<file path="src/design/twct_pkg.sv">
// Shared types and constants of the time-window coincidence trigger.
`default_nettype none
package twct_pkg;

  localparam int TIME_W = 63;
  localparam int UNIT_W = 16;
  localparam int EVN_W  = 32;
  localparam int SAT_W  = 6;
  localparam int DROP_W = 16;
  localparam int WIN_W  = 31;
  localparam int THR_W  = 6;

  localparam int DEFAULT_DEPTH = 32;

  localparam logic [TIME_W-1:0] TIME_LIMIT = 63'd1740000000000000000;
  localparam logic [WIN_W-1:0]  WINDOW_RESET = 31'd1000;
  localparam logic [THR_W-1:0]  THRESH_RESET = 6'd4;

  // configuration register indexes
  typedef enum logic {
    REG_WINDOW = 1'b0,
    REG_THRESH = 1'b1
  } reg_idx_e;

  // command to the unit-id set
  typedef struct packed {
    logic              clr;
    logic              inc;
    logic              dec;
    logic [UNIT_W-1:0] unit;
  } unit_op_t;

endpackage
`default_nettype wire

</file>
<file path="src/design/twct_unit_set.sv">
// Set of unit ids among the pending hits, with a use count per id.
`default_nettype none
module twct_unit_set #(
  parameter int WINDOW_DEPTH = twct_pkg::DEFAULT_DEPTH,
  parameter int CNT_W        = $clog2(WINDOW_DEPTH + 1)
) (
  input  wire                  clk_i,
  input  wire                  rst_ni,
  input  twct_pkg::unit_op_t   op_i,
  output logic [CNT_W-1:0]     distinct_o
);
  import twct_pkg::*;

  localparam int IDX_W = $clog2(WINDOW_DEPTH);

  logic [WINDOW_DEPTH-1:0] vld_q;
  logic [UNIT_W-1:0]       id_q  [WINDOW_DEPTH];
  logic [CNT_W-1:0]        cnt_q [WINDOW_DEPTH];
  logic [CNT_W-1:0]        distinct_q;

  logic [WINDOW_DEPTH-1:0] match;
  logic [IDX_W-1:0]        match_idx;
  logic [IDX_W-1:0]        free_idx;
  logic                    any_match;

  // parallel id compare and first free slot
  always_comb begin
    match     = '0;
    match_idx = '0;
    free_idx  = '0;
    for (int i = WINDOW_DEPTH - 1; i >= 0; i--) begin
      match[i] = vld_q[i] && (id_q[i] == op_i.unit);
      if (match[i]) match_idx = IDX_W'(i);
      if (!vld_q[i]) free_idx = IDX_W'(i);
    end
    any_match = |match;
  end

  // valid bits and distinct count
  always_ff @(posedge clk_i or negedge rst_ni) begin
    if (!rst_ni) begin
      vld_q      <= '0;
      distinct_q <= '0;
    end else if (op_i.clr) begin
      vld_q      <= '0;
      distinct_q <= '0;
    end else if (op_i.inc && !any_match) begin
      vld_q[free_idx] <= 1'b1;
      distinct_q      <= distinct_q + 1'b1;
    end else if (op_i.dec && any_match && cnt_q[match_idx] == CNT_W'(1)) begin
      vld_q[match_idx] <= 1'b0;
      distinct_q       <= distinct_q - 1'b1;
    end
  end

  // slot payload
  always_ff @(posedge clk_i) begin
    if (op_i.inc) begin
      if (any_match) begin
        cnt_q[match_idx] <= cnt_q[match_idx] + 1'b1;
      end else begin
        id_q[free_idx]  <= op_i.unit;
        cnt_q[free_idx] <= CNT_W'(1);
      end
    end else if (op_i.dec && any_match) begin
      cnt_q[match_idx] <= cnt_q[match_idx] - 1'b1;
    end
  end

  assign distinct_o = distinct_q;

endmodule
`default_nettype wire

</file>
<file path="config.mk">
export PLATFORM = sky130hd
export DESIGN_NAME = twct_unit_set
export DESIGN_NICKNAME = d
export VERILOG_FILES = /design/src/design/twct_pkg.sv /design/src/design/twct_unit_set.sv
export SDC_FILE = /design/constraint.sdc
export NUM_CORES = 2
export LEC_CHECK = 0
export ABC_AREA = 1
export ABC_CLOCK_PERIOD_IN_PS = 7350
export BUFFER_PORTS_ARGS = -buffer_cell sky130_fd_sc_hd__buf_2
export CAP_MARGIN = 30
export CELL_PAD_IN_SITES_DETAIL_PLACEMENT = 1
export CELL_PAD_IN_SITES_GLOBAL_PLACEMENT = 1
export CORE_MARGIN = 4
export CORE_UTILIZATION = 45
export CTS_CLUSTER_SIZE = 8
export DETAILED_ROUTE_END_ITERATION = 7
export GPL_ROUTABILITY_DRIVEN = 0
export PLACE_DENSITY_LB_ADDON = 0.1
export SETUP_SLACK_MARGIN = 0.15
export SLEW_MARGIN = 5
export SYNTH_ARGS = -nofsm -noshare
export SYNTH_HDL_FRONTEND = slang
export SYNTH_SLANG_ARGS = --single-unit
</file>
<file path="constraint.sdc">
create_clock -name clk_i -period 7.35 [get_ports clk_i]
set_clock_uncertainty 0.1 [all_clocks]
set_input_delay 1.47 -clock clk_i [delete_from_list [all_inputs] [get_ports clk_i]]
set_output_delay 1.47 -clock clk_i [all_outputs]
set_load 0.03 [all_outputs]
</file>
# Word-level counts from Yosys, hierarchy flattened
# Memory sizes are Yosys's and may differ from the RTL's.
# Cells that the tools add are included.
[op_classes] magnitude_cmp=4 addsub=4 n_div=0 shift=0 muxes=87 eq_ne=33 reduce_logical=41 n_mul=0 n_bitwise=4
[op_table] cell="16-bit equality test" count=32
[op_table] cell="5-bit 2-to-1 mux" count=65
[op_table] cell="32-bit 2-to-1 mux" count=3
[op_table] cell="1-bit logical AND" count=37
[op_table] cell="32-bit bitwise AND" count=1
[op_table] cell="32-bit inverter" count=1
[op_table] cell="32-bit OR" count=1
[op_table] cell="32-bit OR reduction" count=1
[op_table] cell="6-bit 2-to-1 mux" count=5
[op_table] cell="6-bit by 1-bit adder with 6-bit output (second input constant)" count=2
[op_table] cell="5-bit by 6-bit < comparator with 1-bit output (second input constant)" count=2
[op_table] cell="1-bit 2-to-1 mux" count=12
[op_table] cell="6-bit by 1-bit subtractor with 6-bit output (second input constant)" count=2
[op_table] cell="1-bit demux with 5-bit select" count=2
[op_table] cell="5-bit by 1-bit >= comparator with 1-bit output (second input constant)" count=2
[op_table] cell="6-bit by 1-bit equality test with 1-bit output (second input constant)" count=1
[op_table] cell="6-bit OR reduction" count=1
[op_table] cell="3-bit nonzero test" count=1
[op_table] cell="1-bit logical NOT" count=1
[op_table] cell="1-bit OR" count=1
[word_totals] mem_bits_ro=0 latchBits=0 wordCells=177 ram_bits=704 in_bits=21 output_inout_bits=6 n_memories=2 register_bits=38
[memory_table] name="id_q" depth=32 width=16 read_ports=32 rd_ports_with_merged_regs=0 wr=1 line_no="twct_unit_set.sv:17" source="logic [UNIT_W-1:0] id_q [WINDOW_DEPTH];"
[memory_table] name="cnt_q" depth=32 width=6 read_ports=1 rd_ports_with_merged_regs=0 wr=1 line_no="twct_unit_set.sv:18" source="logic [CNT_W-1:0] cnt_q [WINDOW_DEPTH];"

# Depth between registers and ports, before layout
[logic_depth] ltp_word=43 depth_mapped=61 mapped_depth_nobuf=56

# Worst setup path after synthesis
# OpenSTA, ideal clock, no wires.
[synth_path] kind="input port to flip-flop" from="in op_i[7] in the netlist's numbering" to="mem cnt_q[0][1] in the netlist's numbering (data pin)" arrival_time_ns=6.252 slack_ns=0.544 path_stages=30 path_buffers=10 t_required_ns=6.796 setup_time_ns=0.454 path_cell_list="buf_4 -> inv_2 -> buf_6 -> buf_6 -> buf_6 -> buf_4 -> buf_6 -> buf_2 -> a221oi_1 -> nand2_1 -> a211oi_1 -> nand3_1 -> nand2_1 -> inv_1 -> a21oi_2 -> buf_2 -> buf_2 -> buf_2 -> nand4_1 -> nand2_1 -> inv_1 -> nand3_1 -> nand2_1 -> nand2_1 -> nor2_1 -> nand2_1 -> inv_1 -> ha_1 -> inv_1 -> o21ai_0"
[synth_via] elab_chain_cells=38 word_cells_on_any_way=110 cone_classes="2 x add/sub; 32 x eq/ne; 40 x mux; 35 x reduce/logical; 1 x memory"
[synth_rtl] element="start, declared" line_no="twct_unit_set.sv:9" source="input twct_pkg::unit_op_t op_i,"
[synth_rtl] element="16-bit equality test" line_no="twct_unit_set.sv:32" source="match[i] = vld_q[i] && (id_q[i] == op_i.unit);"
[synth_rtl] element="1-bit logical AND" line_no="twct_unit_set.sv:32"
[synth_rtl] element="5-bit 2-to-1 mux (32 in series)" line_no="twct_unit_set.sv:33" source="if (match[i]) match_idx = IDX_W'(i);"
[synth_rtl] element="memory 32 x 6 bit"
[synth_rtl] element="6-bit by 1-bit adder with 6-bit output or 6-bit by 1-bit subtractor with 6-bit output (tied branches)" line_no="twct_unit_set.sv:60, twct_unit_set.sv:66"
[synth_rtl] element="6-bit 2-to-1 mux (no line)"
[synth_rtl] element="6-bit 2-to-1 mux (no line) (*)"
[synth_rtl] element="end, declared" line_no="twct_unit_set.sv:18"
# Every way passes the cells marked *; elsewhere a longest branch is shown, timed or not.

# Worst setup path in the final report
[layout_path] from="in op_i[14] in the netlist's numbering" to="mem cnt_q[16][2] in the netlist's numbering (data pin)"
# Same word-level chain as after synthesis.

==> run_results.csv <==
group,metric,value,unit
final_layout,drive_above_1_share,12.17,%
clock_tree,clock_slew_at_reported_path_ffs,0.05,ns
worst_setup_path,cell_type_of_the_slowest_stage_on_the_worst_timing_path,"a2111oi_0",
worst_setup_path,rr_worst_depth,50,
min_path,hold_path_depth,2,
floorplanning,die-height,282.7,um
final_layout,nets,3270,
placement,preCtsSetupSlack,-0.08852,ns
logic_synthesis,register_bit_total_from_synthesis,742,
global_routing,antenna_found_initial,6,
sta,timing_max_transition_violations_final,0,
logic_synthesis,synth_top_area_cell,"edfxtp_1",
pwr,power-per-cell-area,243.4,nW/um^2
final_layout,areaGrowthSynthToFinish,15.34,%
logic_synthesis,post-synth-top-area-fraction,62.27,%
clock_tree,cts_max_path_buffers,3,
routing,avgRoutedWirePerCell,26.80,um
clock_tree,cts-hold-fix-buffers,0,
routing,vias_per_cell,5.875,
logic_synthesis,count_of_flip_flops_with_a_built_in_enable_after_synthesis,704,
sta,grt_setup_unrepaired,"no",
clock_tree,post_cts_setup_buffer_count,0,
logic_synthesis,synthCells,3046,
floorplanning,coreArea,74570,um^2
sta,max_freq,0.1488,GHz
logic_synthesis,post_synth_main_area_contributors,"edfxtp_1, nand2_1, inv_1",
clock_tree,clock_tree.root_cell,"clkbuf_16",
logic_synthesis,synthesized_area_per_cell,11.14,um^2
global_routing,grt_pass1_vias,26330,
global_routing,grt.total_usage,28.71,%
clock_tree,tritoncts.num_buffers,102,
min_path,worst_hold_startpoint,"distinct_o[3]",
floorplanning,placementRows,100,
floorplanning,die_area,79900,um^2
routing,drt_pre_antenna_iters,5,
routing,post-route-drc-count,0,
worst_setup_path,crit_path_largest_cell_delay,0.41,ns
worst_setup_path,crit-reg2reg-launch,"vld_q[30]",
worst_setup_path,crit_path_frequent_cell,"nand2_1",
worst_setup_path,cp_max_fo,25,
worst_setup_path,setup.worst_path.start_class,"primary input",
placement,io_buffer_count,26,
logic_synthesis,ys_async_sr_fraction,5.121,%
pwr,peakVddDrop,0.0001833,V
sta,setup_viol,0,
worst_setup_path,ff2ff_setup_slack,1.44,ns
logic_synthesis,yosys_warning_total,0,
pwr,p_leak,14.63,nW
routing,dr_vias,25010,
sta,final_period_minus_worst_setup_slack,6.721,ns
pwr,design_power_total,9.532,mW
logic_synthesis,ys.flop_type,"edfxtp_1",
worst_setup_path,cp-end-kind,"flip-flop",
sta,final_worst_setup_slack,0.6291,ns
global_routing,grt_pass1_wl,169.3,mm
min_path,hold_path_class,"reg2reg",
sta,timing_worst_slew_pin_value,0.7540,ns
floorplanning,io_pins,27,
worst_setup_path,cp_data_arrival_time,7.10,ns
logic_synthesis,yosys.cell_count.top_type,"edfxtp_1",
worst_setup_path,r2r-end,"cnt_q[16][2]",
global_routing,grt_max_degree,42,
clock_tree,clk-insertion-delay-late,0.65,ns
logic_synthesis,seq_area_frac_synth,65.07,%
routing,starting_drc_count_in_detailed_routing,2254,
sta,final_min_period_over_clock_period,91.44,%
min_path,min_delay_worst_endpoint,"distinct_o[3]",
logic_synthesis,synth.cell_area,33950,um^2
logic_synthesis,post_synth_most_frequent_cells,"edfxtp_1, nand2_1, inv_1",
floorplanning,initial_utilization,45.52,%
worst_setup_path,criticalPathCategory,"in2reg",
worst_setup_path,required,7.73,ns
clock_tree,clock-sinks,742,
run,maxCapViolCount,0,
sta,report.final.hold_viol_count,0,
clock_tree,htreeDepth,3,
placement,placement.cell_area,36300,um^2
routing,ant_nets,0,
global_routing,grt_overflow,0,
run_status,outcome,"finished, final reports clean",
logic_synthesis,synthDistinctLibCells,54,
final_layout,postLayoutCellArea,39160,um^2
routing,routed_wirelength,114.1,mm
floorplanning,die_w,282.7,um
clock_tree,cts_tree,"done",
logic_synthesis,synthesis.nets,3075,
sta,timing.slew.headroom,49.54,%
placement,place.detailed.hpwl,75.64,mm
==> report_power, final <==
part | total (mW) | leakage, nW | switching (mW) | internal, mW
sequential | 4.67 | 6.89 | 0.0140 | 4.66
clock | 4.29 | 1.35 | 1.74 | 2.55
combinational | 0.569 | 6.39 | 0.407 | 0.162
total | 9.53 | 14.6 | 2.16 | 7.37
==> layer usage <==
metal / track usage [%] / up-vias / part of all wire [%]
met5: 0 / - / 0.025
met2: 47.16 / 836 / 47
met3: 4.556 / 239 / 6.0
li1: - / 11130 / -
met4: 10.96 / 4 / 3.8
met1: 38.79 / 12800 / 43
==> timing repair <==
item / in CTS / in global routing
setup endpoints to repair: 0 / 133
endpoints found under the hold margin: 0 / 0
gates resized for setup: 0 / 16
==> cells in the final DEF (no fill, tap or decap), types with 25 or more instances in the layout <==
| master | instances |
|---|---|
| a221oi_1 | 36 |
| o21ai_0 | 109 |
| a21oi_1 | 29 |
| clkbuf_16 | 104 |
| nor4_1 | 44 |
| or2_2 | 25 |
| dfrtp_1 | 38 |
| nand3b_1 | 41 |
| nand2_1 | 617 |
| clkbuf_1 | 43 |
| o21a_1 | 32 |
| nor2_1 | 231 |
| inv_1 | 296 |
| nand4_1 | 82 |
| nand3_1 | 195 |
| buf_4 | 176 |
| xnor2_1 | 44 |
| nor3_1 | 27 |
| xor2_1 | 108 |
| o22ai_1 | 77 |
| edfxtp_1 | 704 |
| o2111ai_1 | 30 |
==> registers in the layout, indices dropped and copies added, names as in the netlist <==
register	flops
id_q	512
cnt_q	192
vld_q	32
distinct_o	6
==> worst max-delay path: cells and delay by family <==
kind	cells	cell delay [ns]
AOI/OAI and AO/OA	6	1.15
adders and majority gates	1	0.20
buffers and inverters	7	1.37
and+or+nand+nor	29	2.85
==> kinds of logic after synthesis <==
kind of cell | count (synthesis) | synth area share, %
buffers and inverters | 450 | 5.853
flip-flops | 742 | 65.07
AND/OR/NAND/NOR | 1299 | 17.13
XOR/XNOR | 152 | 3.922
adder cells (fa/ha/maj) | 8 | 0.3170
AO/OA/AOI/OAI | 395 | 7.699
==> final cells by class <==
class	instances	area [um^2]
fillers	7832	35420
flip-flops and latches	742	22090
multi-input cells	1855	9899
clock buffers	147	2764
repair buffers	225	1939
well taps	969	1212
inverters	315	1200
clock inverters	3	47.55
diodes	1	2.502
==> stage by stage <==
step | utilization (%) | TNS, ns | cells | hold slack [ns]
2_1_floorplan | - | 0 | 3046 | 0.4139
3_3_place_gp | 48.65 | -3.781 | 4103 | 0.4204
3_5_place_dp | 48.68 | -3.508 | 4105 | 0.4302
4_1_cts | 52.45 | 0 | 4255 | 0.4482
5_1_grt | 52.51 | 0 | 4256 | 0.4821
6_report | 52.51 | 0 | 4257 | 0.4408
==> how the worst max path moves through the flow <==
| stage | from | to | cells past startpoint |
|---|---|---|---|
| after detailed placement | op_i[0] | cnt_q[26][2] | 43 |
| final | op_i[14] | cnt_q[16][2] | 43 |
| after global routing | op_i[3] | cnt_q[16][2] | 57 |
| after global placement | op_i[9] | cnt_q[24][2] | 55 |
| after CTS | op_i[0] | cnt_q[18][2] | 36 |
| after floorplan | op_i[7] | cnt_q[0][1] | 30 |
No activity file was read; power rests on OpenSTA's default activity.
